`src/hw/rtl/sm3_pkg.sv`:
```
package sm3_pkg;

   localparam int WORD_W     = 32;
   localparam int NUM_IV     = 8;
   localparam int CSR_ADDR_W = 4;

   typedef logic [WORD_W-1:0] word_type;

   localparam word_type T_LOW    = 32'h79cc4519;
   localparam word_type T_HIGH   = 32'h7a879d8a;
   localparam word_type PAD_MARK = 32'h80000000;

   localparam word_type IV_RESET [NUM_IV] = '{
      32'h7380166f, 32'h4914b2b9, 32'h172442d7, 32'hda8a0600,
      32'ha96f30bc, 32'h163138aa, 32'he38dee4d, 32'hb0fb0e4e
   };

   // window control from the sequencer
   typedef struct packed {
      logic     push;
      logic     expand;
      word_type push_word;
   } sched_ctrl_type;

   // round unit control from the sequencer
   typedef struct packed {
      logic       load;
      logic       step;
      logic [5:0] round;
   } round_ctrl_type;

   function automatic word_type rotl32(input word_type x, input logic [4:0] n);
      return (x << n) | (x >> (6'd32 - {1'b0, n}));
   endfunction

   function automatic word_type perm0(input word_type x);
      return x ^ rotl32(x, 5'd9) ^ rotl32(x, 5'd17);
   endfunction

   function automatic word_type perm1(input word_type x);
      return x ^ rotl32(x, 5'd15) ^ rotl32(x, 5'd23);
   endfunction

   // leading bytes kept for a partial last word
   function automatic word_type keep_mask(input logic [2:0] n);
      word_type m;
      case (n)
         3'd0:    m = 32'h00000000;
         3'd1:    m = 32'hff000000;
         3'd2:    m = 32'hffff0000;
         3'd3:    m = 32'hffffff00;
         default: m = 32'hffffffff;
      endcase
      return m;
   endfunction

endpackage

```
`src/hw/rtl/sm3_channels.sv`:
```
interface sm3_req_if;
   logic                    valid;
   logic                    ready;
   logic [31:0]             message_word;
   logic [2:0]              valid_bytes;
   logic                    last_word;
   modport source (output valid, message_word, valid_bytes, last_word, input ready);
   modport sink   (input valid, message_word, valid_bytes, last_word, output ready);
endinterface

interface sm3_rsp_if;
   logic                    valid;
   logic                    ready;
   logic [31:0]             digest_word;
   logic [2:0]              word_index;
   logic                    last_of_digest;
   modport source (output valid, digest_word, word_index, last_of_digest, input ready);
   modport sink   (input valid, digest_word, word_index, last_of_digest, output ready);
endinterface

interface sm3_csr_if;
   logic                            valid;
   logic                            ready;
   logic [sm3_pkg::CSR_ADDR_W-1:0]  reg_index;
   logic [31:0]                     wr_data;
   modport source (output valid, reg_index, wr_data, input ready);
   modport sink   (input valid, reg_index, wr_data, output ready);
endinterface

```
`src/hw/rtl/sm3_sched.sv`:
```
module sm3_sched (
   input  logic                    clock,
   input  sm3_pkg::sched_ctrl_type ctrl,
   output sm3_pkg::word_type       w_cur,
   output sm3_pkg::word_type       w_far
);
   import sm3_pkg::*;

   word_type win_ff [16];
   word_type win_in [16];
   word_type expand_word;

   // next schedule word from the sliding window
   assign expand_word = perm1(win_ff[0] ^ win_ff[7] ^ rotl32(win_ff[13], 5'd15))
                        ^ rotl32(win_ff[3], 5'd7) ^ win_ff[10];

   // shift in a message word or an expanded word
   always_comb begin
      for (int i = 0; i < 16; i++) win_in[i] = win_ff[i];
      if (ctrl.push || ctrl.expand) begin
         for (int i = 0; i < 15; i++) win_in[i] = win_ff[i+1];
         win_in[15] = ctrl.expand ? expand_word : ctrl.push_word;
      end
   end

   always_ff @(posedge clock) begin
      for (int i = 0; i < 16; i++) win_ff[i] <= win_in[i];
   end

   assign w_cur = win_ff[0];
   assign w_far = win_ff[4];

endmodule

```
`src/hw/rtl/sm3_round.sv`:
```
module sm3_round (
   input  logic                    clock,
   input  sm3_pkg::round_ctrl_type ctrl,
   input  sm3_pkg::word_type       chain [8],
   input  sm3_pkg::word_type       w_cur,
   input  sm3_pkg::word_type       w_far,
   output sm3_pkg::word_type       work [8]
);
   import sm3_pkg::*;

   word_type work_ff [8];
   word_type work_in [8];
   word_type tj, a12, ss1, ss2, ffv, ggv, tt1, tt2;
   logic     early;

   // one compression round
   always_comb begin
      early = (ctrl.round < 6'd16);
      tj    = early ? T_LOW : T_HIGH;
      a12   = rotl32(work_ff[0], 5'd12);
      ss1   = rotl32(a12 + work_ff[4] + rotl32(tj, ctrl.round[4:0]), 5'd7);
      ss2   = ss1 ^ a12;
      ffv   = early ? (work_ff[0] ^ work_ff[1] ^ work_ff[2])
                    : ((work_ff[0] & work_ff[1]) | (work_ff[0] & work_ff[2])
                       | (work_ff[1] & work_ff[2]));
      ggv   = early ? (work_ff[4] ^ work_ff[5] ^ work_ff[6])
                    : ((work_ff[4] & work_ff[5]) | (~work_ff[4] & work_ff[6]));
      tt1   = ffv + work_ff[3] + ss2 + (w_cur ^ w_far);
      tt2   = ggv + work_ff[7] + ss1 + w_cur;
   end

   // load from chain value or advance one round
   always_comb begin
      for (int i = 0; i < 8; i++) work_in[i] = work_ff[i];
      if (ctrl.load) begin
         for (int i = 0; i < 8; i++) work_in[i] = chain[i];
      end else if (ctrl.step) begin
         work_in[0] = tt1;
         work_in[1] = work_ff[0];
         work_in[2] = rotl32(work_ff[1], 5'd9);
         work_in[3] = work_ff[2];
         work_in[4] = perm0(tt2);
         work_in[5] = work_ff[4];
         work_in[6] = rotl32(work_ff[5], 5'd19);
         work_in[7] = work_ff[6];
      end
   end

   always_ff @(posedge clock) begin
      for (int i = 0; i < 8; i++) work_ff[i] <= work_in[i];
   end

   assign work = work_ff;

endmodule

```
`src/hw/rtl/sm3_hash_core_unit.sv`:
```
// channel   dir  payload                                     moves
// req_ch    in   message_word, valid_bytes, last_word        one message word
// rsp_ch    out  digest_word, word_index, last_of_digest     one digest word
// csr_ch    in   reg_index, wr_data                          one iv register
//
// a word closing a 16-word block runs 64 rounds of the shared round unit
// and then a fold. a last word adds up to 18 padding words and the rounds
// and fold of any extra block, then 8 digest words.
// reset is synchronous, restores the standard iv and empties the message.
// req_ch is not ready while rounds, padding or digest delivery are running;
// a stalled rsp_ch holds the current digest word.
module sm3_hash_core_unit (
   input  logic  clock,
   input  logic  reset,
   sm3_req_if.sink   req_ch,
   sm3_rsp_if.source rsp_ch,
   sm3_csr_if.sink   csr_ch
);
   import sm3_pkg::*;

   localparam logic [2:0] ST_IDLE  = 3'd0;
   localparam logic [2:0] ST_ROUND = 3'd1;
   localparam logic [2:0] ST_FOLD  = 3'd2;
   localparam logic [2:0] ST_PAD   = 3'd3;
   localparam logic [2:0] ST_OUT   = 3'd4;

   logic [2:0]  state_ff, state_in;
   word_type    iv_ff [NUM_IV];
   word_type    chain_ff [8], chain_in [8];
   logic [63:0] bitlen_ff, bitlen_in;
   logic [3:0]  pos_ff, pos_in;
   logic [5:0]  round_ff, round_in;
   logic        open_ff, open_in;
   logic        marker_ff, marker_in;
   logic        hi_sent_ff, hi_sent_in;
   logic        ending_ff, ending_in;
   logic        padding_ff, padding_in;
   logic [2:0]  idx_ff, idx_in;

   logic           req_take, rsp_take, csr_take;
   logic [2:0]     nb;
   logic           push_en;
   word_type       push_val;
   sched_ctrl_type sctrl;
   round_ctrl_type rctrl;
   word_type       w_cur, w_far;
   word_type       work [8];

   assign req_ch.ready = (state_ff == ST_IDLE);
   assign csr_ch.ready = 1'b1;
   assign req_take     = req_ch.valid && req_ch.ready;
   assign rsp_take     = rsp_ch.valid && rsp_ch.ready;
   assign csr_take     = csr_ch.valid && csr_ch.ready;
   assign nb           = (req_ch.valid_bytes > 3'd4) ? 3'd4 : req_ch.valid_bytes;

   // sequencer
   always_comb begin
      state_in   = state_ff;
      for (int i = 0; i < 8; i++) chain_in[i] = chain_ff[i];
      bitlen_in  = bitlen_ff;
      pos_in     = pos_ff;
      round_in   = round_ff;
      open_in    = open_ff;
      marker_in  = marker_ff;
      hi_sent_in = hi_sent_ff;
      ending_in  = ending_ff;
      padding_in = padding_ff;
      idx_in     = idx_ff;
      push_en    = 1'b0;
      push_val   = '0;
      rctrl      = '{load: 1'b0, step: 1'b0, round: round_ff};
      unique case (state_ff)
         ST_IDLE: begin
            if (req_take) begin
               push_en = 1'b1;
               open_in = 1'b1;
               if (!open_ff) begin
                  for (int i = 0; i < 8; i++) chain_in[i] = iv_ff[i];
               end
               if (!req_ch.last_word) begin
                  bitlen_in = bitlen_ff + 64'd32;
                  push_val  = req_ch.message_word;
               end else begin
                  bitlen_in  = bitlen_ff + {58'd0, nb, 3'b000};
                  padding_in = 1'b1;
                  hi_sent_in = 1'b0;
                  if (nb == 3'd4) begin
                     push_val  = req_ch.message_word;
                     marker_in = 1'b1;
                  end else begin
                     push_val  = (req_ch.message_word & keep_mask(nb))
                                 | (PAD_MARK >> {nb, 3'b000});
                     marker_in = 1'b0;
                  end
               end
            end
         end
         ST_PAD: begin
            push_en = 1'b1;
            if (marker_ff) begin
               push_val  = PAD_MARK;
               marker_in = 1'b0;
            end else if (pos_ff == 4'd14) begin
               push_val   = bitlen_ff[63:32];
               hi_sent_in = 1'b1;
            end else if (pos_ff == 4'd15 && hi_sent_ff) begin
               push_val  = bitlen_ff[31:0];
               ending_in = 1'b1;
            end else begin
               push_val = '0;
            end
         end
         ST_ROUND: begin
            rctrl.step = 1'b1;
            round_in   = round_ff + 6'd1;
            if (round_ff == 6'd63) state_in = ST_FOLD;
         end
         ST_FOLD: begin
            for (int i = 0; i < 8; i++) chain_in[i] = chain_ff[i] ^ work[i];
            idx_in = '0;
            if (ending_ff)       state_in = ST_OUT;
            else if (padding_ff) state_in = ST_PAD;
            else                 state_in = ST_IDLE;
         end
         ST_OUT: begin
            if (rsp_take) begin
               idx_in = idx_ff + 3'd1;
               if (idx_ff == 3'd7) begin
                  state_in   = ST_IDLE;
                  open_in    = 1'b0;
                  padding_in = 1'b0;
                  ending_in  = 1'b0;
                  bitlen_in  = '0;
                  pos_in     = '0;
               end
            end
         end
         default: state_in = ST_IDLE;
      endcase

      // word into the window, block full starts the rounds
      if (push_en) begin
         if (pos_ff == 4'd15) begin
            pos_in     = '0;
            rctrl.load = 1'b1;
            round_in   = '0;
            state_in   = ST_ROUND;
         end else begin
            pos_in   = pos_ff + 4'd1;
            state_in = padding_in ? ST_PAD : ST_IDLE;
         end
      end
   end

   always_comb begin
      sctrl.push      = push_en;
      sctrl.expand    = (state_ff == ST_ROUND);
      sctrl.push_word = push_val;
   end

   // control registers
   always_ff @(posedge clock) begin
      if (reset) begin
         state_ff   <= ST_IDLE;
         bitlen_ff  <= '0;
         pos_ff     <= '0;
         round_ff   <= '0;
         open_ff    <= 1'b0;
         marker_ff  <= 1'b0;
         hi_sent_ff <= 1'b0;
         ending_ff  <= 1'b0;
         padding_ff <= 1'b0;
         idx_ff     <= '0;
      end else begin
         state_ff   <= state_in;
         bitlen_ff  <= bitlen_in;
         pos_ff     <= pos_in;
         round_ff   <= round_in;
         open_ff    <= open_in;
         marker_ff  <= marker_in;
         hi_sent_ff <= hi_sent_in;
         ending_ff  <= ending_in;
         padding_ff <= padding_in;
         idx_ff     <= idx_in;
      end
   end

   // chain value
   always_ff @(posedge clock) begin
      for (int i = 0; i < 8; i++) chain_ff[i] <= chain_in[i];
   end

   // iv registers
   always_ff @(posedge clock) begin
      if (reset) begin
         for (int i = 0; i < NUM_IV; i++) iv_ff[i] <= IV_RESET[i];
      end else if (csr_take && csr_ch.reg_index < CSR_ADDR_W'(NUM_IV)) begin
         iv_ff[csr_ch.reg_index[2:0]] <= csr_ch.wr_data;
      end
   end

   sm3_sched u_sched (
      .clock (clock),
      .ctrl  (sctrl),
      .w_cur (w_cur),
      .w_far (w_far)
   );

   sm3_round u_round (
      .clock (clock),
      .ctrl  (rctrl),
      .chain (chain_ff),
      .w_cur (w_cur),
      .w_far (w_far),
      .work  (work)
   );

   // digest output
   assign rsp_ch.valid          = (state_ff == ST_OUT);
   assign rsp_ch.digest_word    = chain_ff[idx_ff];
   assign rsp_ch.word_index     = idx_ff;
   assign rsp_ch.last_of_digest = (idx_ff == 3'd7);

endmodule

```
`src/flat_wrapper.sv`:
```
// flat-port wrapper written by rule: the top's interface ports become plain ports
module sm3_hash_core_unit_flat import sm3_pkg::*;
  (clock, reset, req_ch_valid, req_ch_message_word, req_ch_valid_bytes, req_ch_last_word, req_ch_ready, rsp_ch_valid, rsp_ch_digest_word, rsp_ch_word_index, rsp_ch_last_of_digest, rsp_ch_ready, csr_ch_valid, csr_ch_reg_index, csr_ch_wr_data, csr_ch_ready);
  sm3_req_if req_ch_i ();
  sm3_rsp_if rsp_ch_i ();
  sm3_csr_if csr_ch_i ();
  input  logic clock;
  input  logic reset;
  input wire logic [$bits(req_ch_i.valid)-1:0] req_ch_valid;
  input wire logic [$bits(req_ch_i.message_word)-1:0] req_ch_message_word;
  input wire logic [$bits(req_ch_i.valid_bytes)-1:0] req_ch_valid_bytes;
  input wire logic [$bits(req_ch_i.last_word)-1:0] req_ch_last_word;
  output wire logic [$bits(req_ch_i.ready)-1:0] req_ch_ready;
  output wire logic [$bits(rsp_ch_i.valid)-1:0] rsp_ch_valid;
  output wire logic [$bits(rsp_ch_i.digest_word)-1:0] rsp_ch_digest_word;
  output wire logic [$bits(rsp_ch_i.word_index)-1:0] rsp_ch_word_index;
  output wire logic [$bits(rsp_ch_i.last_of_digest)-1:0] rsp_ch_last_of_digest;
  input wire logic [$bits(rsp_ch_i.ready)-1:0] rsp_ch_ready;
  input wire logic [$bits(csr_ch_i.valid)-1:0] csr_ch_valid;
  input wire logic [$bits(csr_ch_i.reg_index)-1:0] csr_ch_reg_index;
  input wire logic [$bits(csr_ch_i.wr_data)-1:0] csr_ch_wr_data;
  output wire logic [$bits(csr_ch_i.ready)-1:0] csr_ch_ready;
  assign req_ch_i.valid = req_ch_valid;
  assign req_ch_i.message_word = req_ch_message_word;
  assign req_ch_i.valid_bytes = req_ch_valid_bytes;
  assign req_ch_i.last_word = req_ch_last_word;
  assign req_ch_ready = req_ch_i.ready;
  assign rsp_ch_valid = rsp_ch_i.valid;
  assign rsp_ch_digest_word = rsp_ch_i.digest_word;
  assign rsp_ch_word_index = rsp_ch_i.word_index;
  assign rsp_ch_last_of_digest = rsp_ch_i.last_of_digest;
  assign rsp_ch_i.ready = rsp_ch_ready;
  assign csr_ch_i.valid = csr_ch_valid;
  assign csr_ch_i.reg_index = csr_ch_reg_index;
  assign csr_ch_i.wr_data = csr_ch_wr_data;
  assign csr_ch_ready = csr_ch_i.ready;
  sm3_hash_core_unit u_core (.clock(clock), .reset(reset), .req_ch(req_ch_i), .rsp_ch(rsp_ch_i), .csr_ch(csr_ch_i));
endmodule
```
`config.mk`:
```
export PLATFORM = sky130hd
export DESIGN_NAME = sm3_hash_core_unit_flat
export DESIGN_NICKNAME = d
export VERILOG_FILES = /design/src/hw/rtl/sm3_pkg.sv /design/src/hw/rtl/sm3_channels.sv /design/src/hw/rtl/sm3_sched.sv /design/src/hw/rtl/sm3_round.sv /design/src/hw/rtl/sm3_hash_core_unit.sv /design/src/flat_wrapper.sv
export SDC_FILE = /design/constraint.sdc
export NUM_CORES = 2
export LEC_CHECK = 0
export BUFFER_PORTS_ARGS = -buffer_cell sky130_fd_sc_hd__buf_2
export CORE_MARGIN = 2
export CORE_UTILIZATION = 30
export CTS_CLUSTER_DIAMETER = 60
export DETAILED_ROUTE_END_ITERATION = 10
export SETUP_SLACK_MARGIN = 0.2
export SYNTH_ARGS = -nofsm -noshare
export SYNTH_HDL_FRONTEND = slang
export SYNTH_HIERARCHICAL = 1
export SYNTH_SLANG_ARGS = --single-unit
```
`constraint.sdc`:
```
create_clock -name clock -period 26.7 [get_ports clock]
set_clock_uncertainty 0.2 [all_clocks]
set_input_delay 5.34 -clock clock [delete_from_list [all_inputs] [get_ports clock]]
set_output_delay 5.34 -clock clock [all_outputs]
set_load 0.03 [all_outputs]
```
==> run_results.csv <==
group,metric,value,unit
final_layout,drive_gt1_share,13.6,%
yosys,synth_top_area_cell,"edfxtp_1",
detailed_routing,drc,0,
placed_design,dp_hpwl,187000,µm
global_routing,grt_max_degree,205,
setup_path,critPathLaunch,"u_core/round_ff[0]",
yosys,yosys_warnings,6,
sta,relSlewSlack,11.5,%
final_layout,fillCellCount,23500,
setup_path,required,27.06,ns
die,die_area,245000,µm²
sta,report.final.slew_viol_count,0,
yosys,yosysSeqAreaShare,55.5,%
flow_run,drv_cap,0,
setup_path,critPathKind,"reg -> reg",
setup_path,cp.buffers_inverters,7,
die,die_h,495,µm
global_routing,grt_usage,20.7,%
detailed_routing,drt_wl_total,258000,µm
yosys,syn_nets,6150,
clocking,post_cts_buffers,0,
yosys,synth_common_cells,"edfxtp_1 (1280), xnor2_1 (502), a21oi_1 (455)",
die,io_pins,116,
die,initial_core_util,30.1,%
yosys,synth_top_area_share,53.2,%
detailed_routing,routedWlPerCell,28.3,µm
clocking,postCtsHoldBufs,0,
yosys,synthArstFlopShare,0,%
sta,post-route-period-util,44.7,%
yosys,synth_area_leaders,"edfxtp_1 (53%), xnor2_1 (6.1%), fa_1 (5.2%)",
clocking,clk_pin_slew,0.06,ns
setup_path,crit_family,"compound AO/OA/AOI/OAI gates",
setup_path,timing.critical_path.fanout_max,54,
detailed_routing,drt_first_pass_iters,9,
sta,rsz0062_at_grt,"false",
placed_design,port-buffer-count,114,
global_routing,antenna_found_initial,40,
final_layout,nets,6160,
hold_path,hold_class,"reg -> reg",
sta,hold_viol,0,
global_routing,grt_pass1_vias,45900,
clocking,cts_resized,0,
setup_path,crit_top_cell,"inv_1",
die,rows,180,
setup_path,slowest_stage,"inv_1",
detailed_routing,drt-vias-per-instance,5.27,
yosys,synth_flop_cell,"edfxtp_1",
hold_path,min_from,"u_core/u_sched/win_ff[0][184]",
sta,setup-tns-final,0,ns
yosys,synth_edf_count,1280,
yosys,avgSynthCellArea,12.5,µm²
die,core_area,240000,µm²
setup_path,r2r-start,"u_core/round_ff[0]",
setup_path,end_kind,"register",
global_routing,grt_pass1_wl,357000,µm
clocking,ctsLongestPathBuffers,3,
sta,fmax,83.7,MHz
clocking,cts_htree_levels,4,
setup_path,start_kind,"register",
global_routing,overflow,0,
yosys,synth.most_common_cell,"edfxtp_1",
final_layout,area_growth,12.4,%
yosys,syn-cell-area,72200,µm²
clocking,clk_latency,0.82,ns
clocking,cts.sinks,1362,
outcome,status,"complete, no violations",
yosys,synthDistinctLibCells,98,
sta,setup_viol_count_final,0,
detailed_routing,drtAntennaViolNets,0,
yosys,ys_ff_latch,1362,
clocking,ctsRootBufferMaster,"clkbuf_16",
detailed_routing,drt_iter0_drc,5888,
sta,tightest_slew,1.32,ns
clocking,cts_inserted_buffers,152,
sta,fin_crit,11.95,ns
detailed_routing,vias,48100,
setup_path,arrival,12.31,ns
setup_path,critical_path.max_stage_delay,0.54,ns
placed_design,gp_congestion,0.986,
yosys,synthCells,5775,
die,die_w,495,µm
clocking,cts_tree,"done",
[through the flow]
step / setup WS (ns) / instance area [µm²] / utilization [%] / hold slack [ns] / cells
2_1_floorplan: 7.83 / 72200 / - / 0.200 / 5775
3_3_place_gp: 14.92 / 76100 / 31.7 / 0.200 / 8816
3_5_place_dp: 14.97 / 76100 / 31.7 / 0.205 / 8816
4_1_cts: 14.91 / 81100 / 33.8 / 0.202 / 9095
5_1_grt: 14.11 / 81100 / 33.8 / 0.201 / 9111
6_report: 14.75 / 81100 / 33.8 / 0.198 / 9127
[placed cells by master, fill, tap and decap left out, drive strengths merged, types with 185 or more instances in the layout]
master / n
a21oi: 458
buf: 185
edfxtp: 1280
fa: 189
inv: 362
mux2: 221
nand2: 322
nor2: 447
o21ai: 272
xnor2: 503
[routing by layer]
layer / routed length (µm) / track usage, % / part of all wire [%]
met1: 106000 / 27.4 / 41
met4: 11100 / 8.13 / 4.3
met5: 52 / 0 / 0.020
met3: 20800 / 4.21 / 8.1
met2: 121000 / 33.0 / 47
[cell type report]
type	count	area, µm²	share of cell area, %
sequential	1362	40100	49.4
antenna	32	80.1	0.0987
timing repair buffer	185	1180	1.45
inverter	347	1310	1.61
clock inverter	98	1040	1.29
clock buffer	181	3930	4.85
tap	3185	3990	4.91
multi-input combinational	3737	29500	36.4
[state kept, by name, indices dropped and copies added, names as in the netlist]
signal,cells
u_core/padding_ff,1
u_core/marker_ff,1
u_core/open_ff,1
u_core/ending_ff,1
u_core/bitlen_ff,61
u_core/round_ff,6
u_core/pos_ff,4
u_core/u_sched/win_ff,512
u_core/state_ff,3
u_core/u_round/work,256
u_core/chain_ff,256
u_core/iv_ff,256
u_core/rsp_ch.word_index,3
u_core/hi_sent_ff,1
[final timing paths]
kind | cells after the start | end | slack (ns)
hold / removal | 0 | u_core/u_sched/win_ff[0][152] | 0.20
setup / recovery | 41 | u_core/u_round/work[104] | 14.75
hold reg to reg | 0 | u_core/u_sched/win_ff[0][152] | 0.20
setup reg to reg | 41 | u_core/u_round/work[104] | 14.75
[kinds of logic (layout without fill, tap and decap cells)]
family                   after synthesis  in the layout  synth area share, %
AND/OR/NAND/NOR                     1343           1343                 9.02
other                                  1             33              0.00519
buffers and inverters                676            811                 3.92
AO/OA/AOI/OAI                       1080           1080                 9.00
adder cells (fa/ha/maj)              300            300                 7.16
multiplexers                         343            343                 6.26
XOR/XNOR                             670            670                 9.14
flip-flops                          1362           1362                 55.5
Power is left out: the tool's default activity adds up to more than one toggle a clock period on the data nets, which glitch-free logic cannot reach.
